===== src/rtl/core/pbpm_ram.sv =====
module pbpm_ram #(
    parameter int WIDTH = 8,
    parameter int DEPTH = 200
) (
    input  logic                     aclk,
    input  logic                     we,
    input  logic [$clog2(DEPTH)-1:0] waddr,
    input  logic [WIDTH-1:0]         wdata,
    input  logic [$clog2(DEPTH)-1:0] raddr,
    output logic [WIDTH-1:0]         rdata
);

    logic [WIDTH-1:0] mem [DEPTH];

    always_ff @(posedge aclk) begin
        if (we) begin
            mem[waddr] <= wdata;
        end
        rdata <= mem[raddr];
    end

endmodule


===== config.mk =====
export PLATFORM = sky130hd
export DESIGN_NAME = pbpm_ram
export DESIGN_NICKNAME = d
export VERILOG_FILES = /design/src/rtl/core/pbpm_ram.sv
export SDC_FILE = /design/constraint.sdc
export NUM_CORES = 1
export LEC_CHECK = 0
export BUFFER_PORTS_ARGS = -buffer_cell sky130_fd_sc_hd__buf_2
export CAP_MARGIN = 5
export CORE_MARGIN = 1.5
export CORE_UTILIZATION = 55
export CTS_CLUSTER_SIZE = 30
export DETAILED_ROUTE_END_ITERATION = 6
export PLACE_DENSITY = 0.71
export SLEW_MARGIN = 20
export SYNTH_ARGS = -nofsm -noshare
export SYNTH_HDL_FRONTEND = slang
export SYNTH_SLANG_ARGS = --single-unit

===== constraint.sdc =====
create_clock -name aclk -period 5.02 [get_ports aclk]
set_clock_uncertainty 0.05 [all_clocks]
set_input_delay 0.502 -clock aclk [delete_from_list [all_inputs] [get_ports aclk]]
set_output_delay 0.502 -clock aclk [all_outputs]
set_load 0.02 [all_outputs]

Word-level counts from Yosys, hierarchy flattened
Memories as Yosys holds them, arrays and structs flattened. A register that Yosys moved wholly into a read port is not among the register bits.
Index checks and enable logic that the tools add are counted.
Word-level totals
  output and inout bits: 8
  logic and storage cells: 3
  bits of input ports: 26
  register bits after elaboration: 0
  RAM bits: 1600
  memories: 1
Operators by class
  mux-type cells: 2
Memory list
  mem: words 200, bits a word 8, read ports 1, clocked after memory_dff 1, write ports 1, RTL line 13  | logic [WIDTH-1:0] mem [DEPTH];
Operators by type and width (count)
  1-bit two-way mux: 2

Depth between registers and ports, before layout
  depth in word-level cells: 2
  depth in mapped cells: 11
  mapped depth without buffers: 6

Worst setup path before layout
No wires, ideal clock.
  kind: input -> register
  start: in waddr[3]
  end: mem mem[158][0] (enable)
  cell stages on the path: 5
  setup time: 0.385 ns
  path buffers: 1
  slack: 2.638 ns
  arrival: 1.947 ns
  data required time: 4.585 ns
  cell sequence: clkbuf_1 > nand2_1 > nor2_1 > nand3_1 > nor3b_1
RTL lines
  start, declared: RTL line 7  | input logic [$clog2(DEPTH)-1:0] waddr,
  end, declared: RTL line 13
Straight into the memory's write port.

==> impl_metrics.json <==
{
  "cp_num_buf_inv": 2,
  "grt_max_degree": 111,
  "antenna_found_initial": 4,
  "switching_share_pct": 21.2,
  "worstPathMaxFanout": 77,
  "vias": 30800,
  "cts_sinks": 1608,
  "clock_path_buffers": 3,
  "grt-busiest-layer": "met2",
  "clkPwrFrac_pct": 40.3,
  "cts-buffers-inserted": 157,
  "cts_tree": "done",
  "fmax_mhz": 311,
  "finalPower_mw": 27.0,
  "rsz0062_at_grt": "no",
  "synth_edf_count": 1600,
  "grt_first_pass_wirelength_um": 215000,
  "portBuffers": 33,
  "hold_buffers": 0,
  "cp_slowest_cell": "nor3_1",
  "clock_latency_ps": 770,
  "io_pins": 34,
  "place.gp.congestion": 0.904,
  "synth_warnings": 0,
  "crit_path_end_kind": "flip-flop",
  "yosysMostFrequentCell": "edfxtp_1",
  "p_seq_share_pct": 54.8,
  "finalWirelength_um": 147000,
  "die-area_um2": 116000,
  "synth_top_area_share_pct": 76.9,
  "ir_drop_mv": 0.368,
  "dieWidth_um": 340,
  "max_slew_margin_pct": 18.3,
  "finalSetupViolations": 0,
  "drive_above_1_share_pct": 22.5,
  "wire_per_inst_um": 31.3,
  "p_sw_mw": 5.73,
  "syn_nets": 2998,
  "worst_pin_slew_ps": 1220,
  "failed_checks": "DRC",
  "path_clk_slew_ps": 60,
  "power.leakage_nw": 21.4,
  "hp-class": "primary input to flip-flop",
  "ctsResizeCount": 0,
  "final-hold-violation-count": 0,
  "dpl.hpwl_um": 91200,
  "cell_internal_pwr_mw": 21.3,
  "synthArstFlopShare_pct": 0,
  "p_per_area_nw_per_um2": 392,
  "avgSynthCellArea_um2": 21.0,
  "path_delay_family": "compound AO/OA/AOI/OAI gates",
  "gr-total-overflow": 0,
  "fill_cells": 7663,
  "slew_viol_final": 0,
  "ant_nets": 0,
  "dieHeight_um": 340,
  "fin_nets": 3107,
  "area_delta_synth_final_pct": 10.5,
  "ys_seq_area_share_pct": 77.1,
  "start_util_pct": 55.5,
  "placedCellCount": 4422,
  "timing.final.crit_share_pct": 64.0,
  "synth_common_cells": "edfxtp_1, mux4_2, nor2_1",
  "synth_cell_types": 50,
  "crit_arrival_ps": 3760,
  "row_count": 123,
  "cp_cell_sequence": "buf_8, buf_12, mux4_2, a22o_1, a221oi_1, o22ai_1, nor3_1, nor4_1",
  "dr.pass1.iters": 7,
  "postCtsSetupRepairBufs": 0,
  "cp_slowest_stage_delay_ps": 740,
  "postLayoutCoreUtil_pct": 61.3,
  "core_um2": 113000,
  "p_comb_share_pct": 4.8,
  "final.setup.tns_ps": 0,
  "clock_tree.root_cell": "clkbuf_16",
  "first_iter_violations": 4180,
  "start_kind": "primary input",
  "via_per_inst": 6.54,
  "grt.met3_usage_pct": 5.59,
  "use_met2_pct": 40.1,
  "grt_pass1_vias": 31100,
  "synth-main-ff-cell": "edfxtp_1",
  "maxCapViolCount": 0,
  "status": "finished with violations",
  "htreeDepth": 4,
  "syn_inst": 2972,
  "worstSetupPathType": "primary input to flip-flop",
  "grt_util_met1_pct": 37.1,
  "critPathRequiredTime_ps": 5570,
  "drc": 2,
  "grt_use_total_pct": 25.8,
  "period_minus_slack_ps": 3210,
  "layoutNonFillerInstCount": 4709,
  "synth_top_cell_by_area": "edfxtp_1",
  "syn_area_um2": 62500,
  "synthTopCellsByArea": "edfxtp_1, mux4_2, mux2i_1",
  "synth-seq-cells": 1608
}
layout make-up:
class	count	area [um2]	share of cell area (%)
multi-input combinational	1186	13200	19.1
tap	1500	1880	2.72
antenna	4	10.0	0.0145
clock buffer	201	4180	6.05
clock inverter	82	546	0.790
inverter	2	7.51	0.0109
timing repair buffer	126	1020	1.48
sequential	1608	48200	69.8
worst reg2reg max path, stage by stage, from the launching register on:
cell and delay (ps):
edfxtp_1 370, mux4_2 460, a22o_1 280, a221oi_1 430
o22ai_1 220, nor3_1 740, nor4_1 150
power groups by stage:
stage	registers, mW	clock network [mW]	logic [mW]
5_1_grt	14.8	11.5	1.38
4_1_cts	14.8	11.0	1.31
3_3_place_gp	15.1	0	1.27
6_report	14.8	10.9	1.31
2_1_floorplan	15.1	0	0.728
3_5_place_dp	15.1	0	1.30
sequential cells by signal, summed over array words and instances (netlist names):
register,cells
rdata,8
mem,1600
final timing paths:
check / cells after the start / slack (ps) / start / to
setup reg to reg: 6 / 2170 / mem[40][3] / rdata[3]
hold reg to reg: 4 / 900 / mem[25][1] / rdata[1]
setup / recovery: 8 / 1810 / raddr[1] / rdata[3]
hold / removal: 1 / 140 / wdata[4] / mem[108][4]
per-stage QoR:
step           hold slack, ps  worst slack, ps  instance area, um2
2_1_floorplan             551             2640               62500
3_3_place_gp              865              792               64300
3_5_place_dp              861             1100               64300
4_1_cts                   116             1900               69000
5_1_grt                   151             1690               69000
6_report                  143             1810               69000
layer usage:
layer | share of wire (%) | wire length [um]
met1 | 39 | 57800
met2 | 48 | 70600
met3 | 10 | 15000
met4 | 2.6 | 3850
met5 | 0.0088 | 13
layout by cell type (no fill, tap or decap), types with 20 or more instances in the layout:
cell,n
a211oi_1,21
a21oi_1,25
a221oi_1,41
a22o_1,23
a22oi_1,58
buf_2,22
buf_4,87
clkbuf_1,40
clkbuf_16,161
clkinv_1,41
clkinv_2,24
edfxtp_1,1600
mux2_2,32
mux2i_1,122
mux4_2,342
nand2_1,86
nor2_1,211
nor2b_1,20
nor3_1,23
o211ai_1,21
o22ai_1,29
kinds of logic after synthesis:
| group | after synthesis | share of synthesized area (%) |
|---|---|---|
| AOI/OAI and AO/OA | 264 | 3.15 |
| buffers and inverters | 178 | 1.84 |
| DFF | 1608 | 77.1 |
| muxes | 497 | 14.9 |
| and+or+nand+nor | 425 | 2.98 |
No activity file was read; power rests on OpenSTA's default activity.
