### src/rtl/core/pbpm_pkg.sv
package pbpm_pkg;

    localparam logic [3:0] KIND_INSERT  = 4'd0;
    localparam logic [3:0] KIND_READ    = 4'd1;
    localparam logic [3:0] KIND_REMOVE  = 4'd2;
    localparam logic [3:0] KIND_DELETE  = 4'd3;
    localparam logic [3:0] KIND_CLEAR   = 4'd4;
    localparam logic [3:0] KIND_SUM     = 4'd5;
    localparam logic [3:0] KIND_LENGTH  = 4'd6;
    localparam logic [3:0] KIND_RESERVE = 4'd7;
    localparam logic [3:0] KIND_USE     = 4'd8;
    localparam logic [3:0] KIND_RELEASE = 4'd9;

    // offset or count meaning "last entry" / "through the end"
    localparam logic [15:0] LAST_MARK = 16'hFFFF;

    typedef struct packed {
        logic [3:0]  kind;
        logic [4:0]  partition;
        logic [15:0] position;
        logic [15:0] extent;
        logic [11:0] byte_size;
        logic [23:0] frame_address;
        logic [7:0]  file_number;
        logic [7:0]  channel_number;
        logic [7:0]  sub_mode;
        logic [7:0]  coding_information;
    } in_item_t;

    typedef struct packed {
        logic        ok;
        logic [7:0]  slot;
        logic [11:0] entry_size;
        logic [23:0] entry_frame;
        logic [7:0]  entry_file;
        logic [7:0]  entry_channel;
        logic [7:0]  entry_submode;
        logic [7:0]  entry_coding;
        logic [19:0] value;
        logic [7:0]  free_available;
    } out_item_t;

    // span of list entries an operation walks to and then visits
    typedef struct packed {
        logic        run;
        logic [15:0] start;
        logic [15:0] count;
        logic        tail_fix;
    } range_t;

endpackage

### src/rtl/core/pbpm_range.sv
module pbpm_range (
    input  logic [3:0]       kind,
    input  logic [15:0]      position,
    input  logic [15:0]      extent,
    input  logic [15:0]      len,
    output pbpm_pkg::range_t rng
);

    always_comb begin
        logic [15:0] lm1;
        logic [15:0] a;
        logic [15:0] b;
        logic [16:0] last;
        lm1  = len - 16'd1;
        a    = '0;
        b    = '0;
        last = '0;
        rng  = '0;
        case (kind) inside
            pbpm_pkg::KIND_READ, pbpm_pkg::KIND_REMOVE: begin
                rng.run   = position < len;
                rng.start = position;
                rng.count = 16'd1;
            end
            pbpm_pkg::KIND_DELETE: begin
                rng.run = (len != 16'd0) && (extent != 16'd0);
                a = (position == pbpm_pkg::LAST_MARK || position >= len) ? lm1 : position;
                if (extent == pbpm_pkg::LAST_MARK) begin
                    last = {1'b0, lm1};
                end else begin
                    last = {1'b0, a} + {1'b0, extent} - 17'd1;
                end
                if (last > {1'b0, lm1}) begin
                    last = {1'b0, lm1};
                end
                rng.start = a;
                rng.count = last[15:0] - a + 16'd1;
            end
            pbpm_pkg::KIND_CLEAR: begin
                rng.run   = len != 16'd0;
                rng.count = len;
            end
            pbpm_pkg::KIND_SUM: begin
                a = (position < len) ? position : lm1;
                b = (extent < len) ? extent : lm1;
                rng.run   = (len != 16'd0) && (a <= b);
                rng.start = a;
                rng.count = b - a + 16'd1;
            end
            default: begin
                rng = '0;
            end
        endcase
        rng.tail_fix = ({1'b0, rng.start} + {1'b0, rng.count}) == {1'b0, len};
    end

endmodule
### config.mk
export PLATFORM = sky130hd
export DESIGN_NAME = pbpm_range
export DESIGN_NICKNAME = d
export VERILOG_FILES = /design/src/rtl/core/pbpm_pkg.sv /design/src/rtl/core/pbpm_range.sv
export SDC_FILE = /design/constraint.sdc
export NUM_CORES = 1
export LEC_CHECK = 0
export BUFFER_PORTS_ARGS = -buffer_cell sky130_fd_sc_hd__buf_4
export CELL_PAD_IN_SITES_DETAIL_PLACEMENT = 1
export CELL_PAD_IN_SITES_GLOBAL_PLACEMENT = 1
export CORE_UTILIZATION = 49
export DETAILED_ROUTE_END_ITERATION = 12
export PLACE_DENSITY = 0.95
export SLEW_MARGIN = 15
export SYNTH_ARGS = -nofsm -noshare
export SYNTH_HDL_FRONTEND = slang
export SYNTH_SLANG_ARGS = --single-unit
### constraint.sdc
create_clock -name vclk -period 27.6
set_input_delay 5.52 -clock vclk [all_inputs]
set_output_delay 5.52 -clock vclk [all_outputs]
set_load 0.05 [all_outputs]
# Word level (Yosys, flattened, before mapping)
# Index checks and enable logic that the tools add are counted.
[word_totals]
ff_bits = 0
in_bits = 52
wordCells = 48
[classes]
n_addsub = 8
magnitude_cmp = 5
eq_ne = 8
n_mux = 21
n_reduce_logical = 6
[ops]
columns = ["operator", "n"]
rows = [
  ["two-way mux 16 bit", 14],
  ["two-way mux 17 bit", 3],
  ["adder 16 x 16 -> 17 bit", 2],
  ["adder 16 x 1 -> 16 bit (second input constant)", 2],
  ["== test 16 bit (second input constant)", 2],
  ["< comparator 16 bit", 2],
  ["nonzero test 16 bit", 2],
  ["subtractor 16 bit", 2],
  ["== test 17 x 16 -> 1 bit", 1],
  ["> comparator 17 x 16 -> 1 bit", 1],
  ["subtractor 17 x 1 -> 17 bit (second input constant)", 1],
  [">= comparator 16 bit", 1],
  ["less-or-equal comparator 16 bit", 1],
  ["subtractor 16 x 1 -> 16 bit (second input constant)", 1],
  ["== test 4 x 2 -> 1 bit (second input constant)", 2],
  ["== test 4 x 3 -> 1 bit (second input constant)", 2],
  ["== test 4 x 1 -> 1 bit (second input constant)", 1],
  ["two-way mux 1 bit", 4],
  ["logical AND 1 bit", 2],
  ["OR reduction 2 bit", 1],
  ["logical OR 1 bit", 1],
]

# Depth between registers and ports, before layout
[logic_depth]
word_depth = 18
depth_mapped = 56
depth_no_buf = 53

# Least setup slack after synthesis
# No wires, ideal clock.
[synth_timing]
path_kind = "input to output"
from = "input len[6]"
to = "output rng[0] (netlist bit)"
arrival_time_ns = 17.765
required_ns = 22.080
path_slack_ns = 4.315
path_stages = 47
path_buffers = 3
path_cell_list = "buf_2 > inv_1 > ha_1 > a211oi_1 > o21ai_0 > o221ai_1 > o211ai_1 > a211o_1 > buf_2 > buf_2 > mux2i_1 > ha_1 > inv_1 > ha_1 > or4_1 > o22a_1 > a2111oi_0 > xnor2_1 > [11 not listed] > fa_1 > a211oi_1 > o21ai_0 > a31o_2 > a21oi_1 > nor2b_1 > o41ai_1 > o21ai_0 > xnor3_1 > a22oi_1 > ha_1 > a32oi_1 > nand4_1 > or4_1 > nor4_1 > or4b_1 > a311o_1 > nor4_1"
[synth_lines]
columns = ["item", "line_no", "source"]
rows = [
  ["start: declaration", "pbpm_range.sv:5", "input logic [15:0] len,"],
  ["end: declaration", "pbpm_range.sv:6", "output pbpm_pkg::range_t rng"],
]

==> results.sh <==
export IMPL_fin_cells=1201
export IMPL_place_inst=1200
export IMPL_avgSynthCellArea_um2=7.16
export IMPL_max_stage_delay_ns=0.77
export IMPL_synth_top_area_cell="ha_1"
export IMPL_io_buffers=86
export IMPL_slew_headroom_pct=33.4
export IMPL_cp_num_buf_inv=4
export IMPL_yosys_warnings=0
export IMPL_die_y_um=120
export IMPL_place_congestion=1.01
export IMPL_hold_depth=3
export IMPL_io_pins=86
export IMPL_cts_resized_gates=0
export IMPL_drt_iter0_markers=683
export IMPL_hp_start="kind[3]"
export IMPL_rsz0062_at_grt="false"
export IMPL_yosys_area_top_type_share_pct=29.5
export IMPL_peakVddDrop_mv=0.0293
export IMPL_seq_area_um2=0
export IMPL_place_detailed_hpwl_mm=23.5
export IMPL_antenna_left=0
export IMPL_setup_tns_ns=0
export IMPL_yosys_top_cells_count="162 x ha_1, 115 x a21oi_1, 92 x nor2_1, 86 x inv_1, 55 x xnor2_1"
export IMPL_grt_max_degree=36
export IMPL_vias=7753
export IMPL_globalRoute_totalOverflow=0
export IMPL_drt_pass1_iter_count=5
export IMPL_p_per_area_mw_per_mm2=61.8
export IMPL_synth_compound_area_share_pct=23.7
export IMPL_cts_setup_buffers=0
export IMPL_dieArea_mm2=0.0145
export IMPL_period_needed_ns=23.77
export IMPL_hold_viol=0
export IMPL_fmax_mhz=42.1
export IMPL_required_ns=22.08
export IMPL_synthXorXnorAreaFrac_pct=11.0
export IMPL_grt_pass1_vias=7866
export IMPL_critical_path_class="input pin to output pin"
export IMPL_power_total_uw=475
export IMPL_synth_area_mux_share_pct=9.41
export IMPL_cp_end_kind="output pin"
export IMPL_hold_class="input pin to output pin"
export IMPL_start_util_pct=51.1
export IMPL_syn_area_mm2=0.00687
export IMPL_nClkBuffers=0
export IMPL_cp_slowest_cell="a211o_1"
export IMPL_hold_buffers=0
export IMPL_start_kind="input pin"
export IMPL_drv_cap=0
export IMPL_synth_fa_ha_area_share_pct=30.7
export IMPL_yosys_area_share_simple_pct=18.6
export IMPL_ys_seq_area_share_pct=0
export IMPL_cp_max_fo=35
export IMPL_synth_area_top_cells="ha_1 29%, a21oi_1 8.4%, xnor2_1 7.0%"
export IMPL_path_common_cell="ha_1"
export IMPL_drc=0
export IMPL_cp_depth=49
export IMPL_setup_viol=0
export IMPL_area_growth_pct=11.8
export IMPL_status="complete, no violations"
export IMPL_p_leak_uw=0.00385
export IMPL_die_w_um=120
export IMPL_seq_cells=0
export IMPL_finalMaxSlewViolations=0
export IMPL_wl_per_cell_um=23.1
export IMPL_synth_top_family_by_area="adder cells"
export IMPL_arrival_ns=18.25
export IMPL_worstMarginPinSlew_ns=0.990
export IMPL_gr_usage_all_layers_pct=38.1
export IMPL_yosys_cell_types_count=64
export IMPL_syn_inst=960
export IMPL_viasPerCell=6.46
export IMPL_routed_wl_mm=27.7
export IMPL_num_rows=42
export IMPL_fp_coreArea_mm2=0.0135
export IMPL_hold_ws_ns=11.45
export IMPL_final_util_pct=57.1
export IMPL_nNetsFinal=1244
export IMPL_antenna_found_initial=1
export IMPL_min_to="rng[3]"
export IMPL_synth_most_common_cell="ha_1"
export IMPL_critPathTopFamily="compound AO/OA/AOI/OAI gates"
export IMPL_grt_pass1_wl_mm=42.8
export IMPL_syn_nets=1178
export IMPL_drive_gt1_share_pct=12.4
export IMPL_fin_crit_sh_pct=86.1
worst max-delay path by stage:
stage,startpoint,slack (ns),to
4_1_cts,len[14],4.00,rng[0]
2_1_floorplan,len[6],4.32,rng[0]
3_3_place_gp,len[14],4.45,rng[0]
5_1_grt,len[14],2.95,rng[0]
6_report,len[14],3.83,rng[0]
3_5_place_dp,len[14],4.01,rng[0]
per-stage QoR:
step	instance area, µm²	worst slack (ns)
after global placement	7680	4.45
final	7680	3.83
after global routing	7680	2.95
after detailed placement	7680	4.01
after CTS	7680	4.00
after floorplan	6870	4.32
cells by family (layout without fill, tap and decap cells):
| logic type | Yosys count | in the layout |
|---|---|---|
| xor+xnor | 85 | 85 |
| mux | 62 | 62 |
| fa+ha+maj | 166 | 166 |
| buf+inv | 116 | 180 |
| other cells | 0 | 1 |
| simple gates | 265 | 265 |
| compound gates | 266 | 266 |
cell type report:
class                           count  area [µm²]
Antenna cell                        1        2.50
Tap cell                          176         220
Timing Repair Buffer               94         706
Fill cell                        1796        5770
Inverter                           86         323
Multi-Input combinational cell    844        6430
tightest hold or removal path, stage by stage:
cell    delay (ns)
buf_4         0.13
nor3_1        0.08
buf_4         0.19
cells in the final DEF, fill, tap and decap left out, types with 5 or more instances in the layout:
cell type	count
or3_1	7
mux2i_1	41
a211oi_1	9
mux2_2	21
inv_1	86
nand2b_1	14
o21bai_1	6
o41ai_1	5
nand4_1	24
ha_1	162
nor3_1	23
nand3_1	11
a21o_1	30
buf_4	94
nand2_1	51
nor2_1	92
a21oi_1	115
and3_1	6
o21ai_0	50
xnor2_1	55
o21a_1	6
nor4_1	8
a22oi_1	7
nor2b_1	10
xor2_1	29
per-layer routing:
metal | global-route usage, % | up-vias | routed length, µm
met4 | 15.9 | 0 | 1330
met2 | 61.1 | 369 | 12000
li1 | - | 3600 | -
met5 | 0 | - | 0
met1 | 50.6 | 3713 | 11900
met3 | 5.75 | 71 | 2480
power by group:
part	total [µW]	leakage (µW)	internal [µW]	switching, µW
combinational	475	0.00385	196	279
clock	0.0000582	0.00000000638	0.0000582	0
sequential	0	0	0	0
total	475	0.00385	196	279
Power figures use the tool's default switching activity.
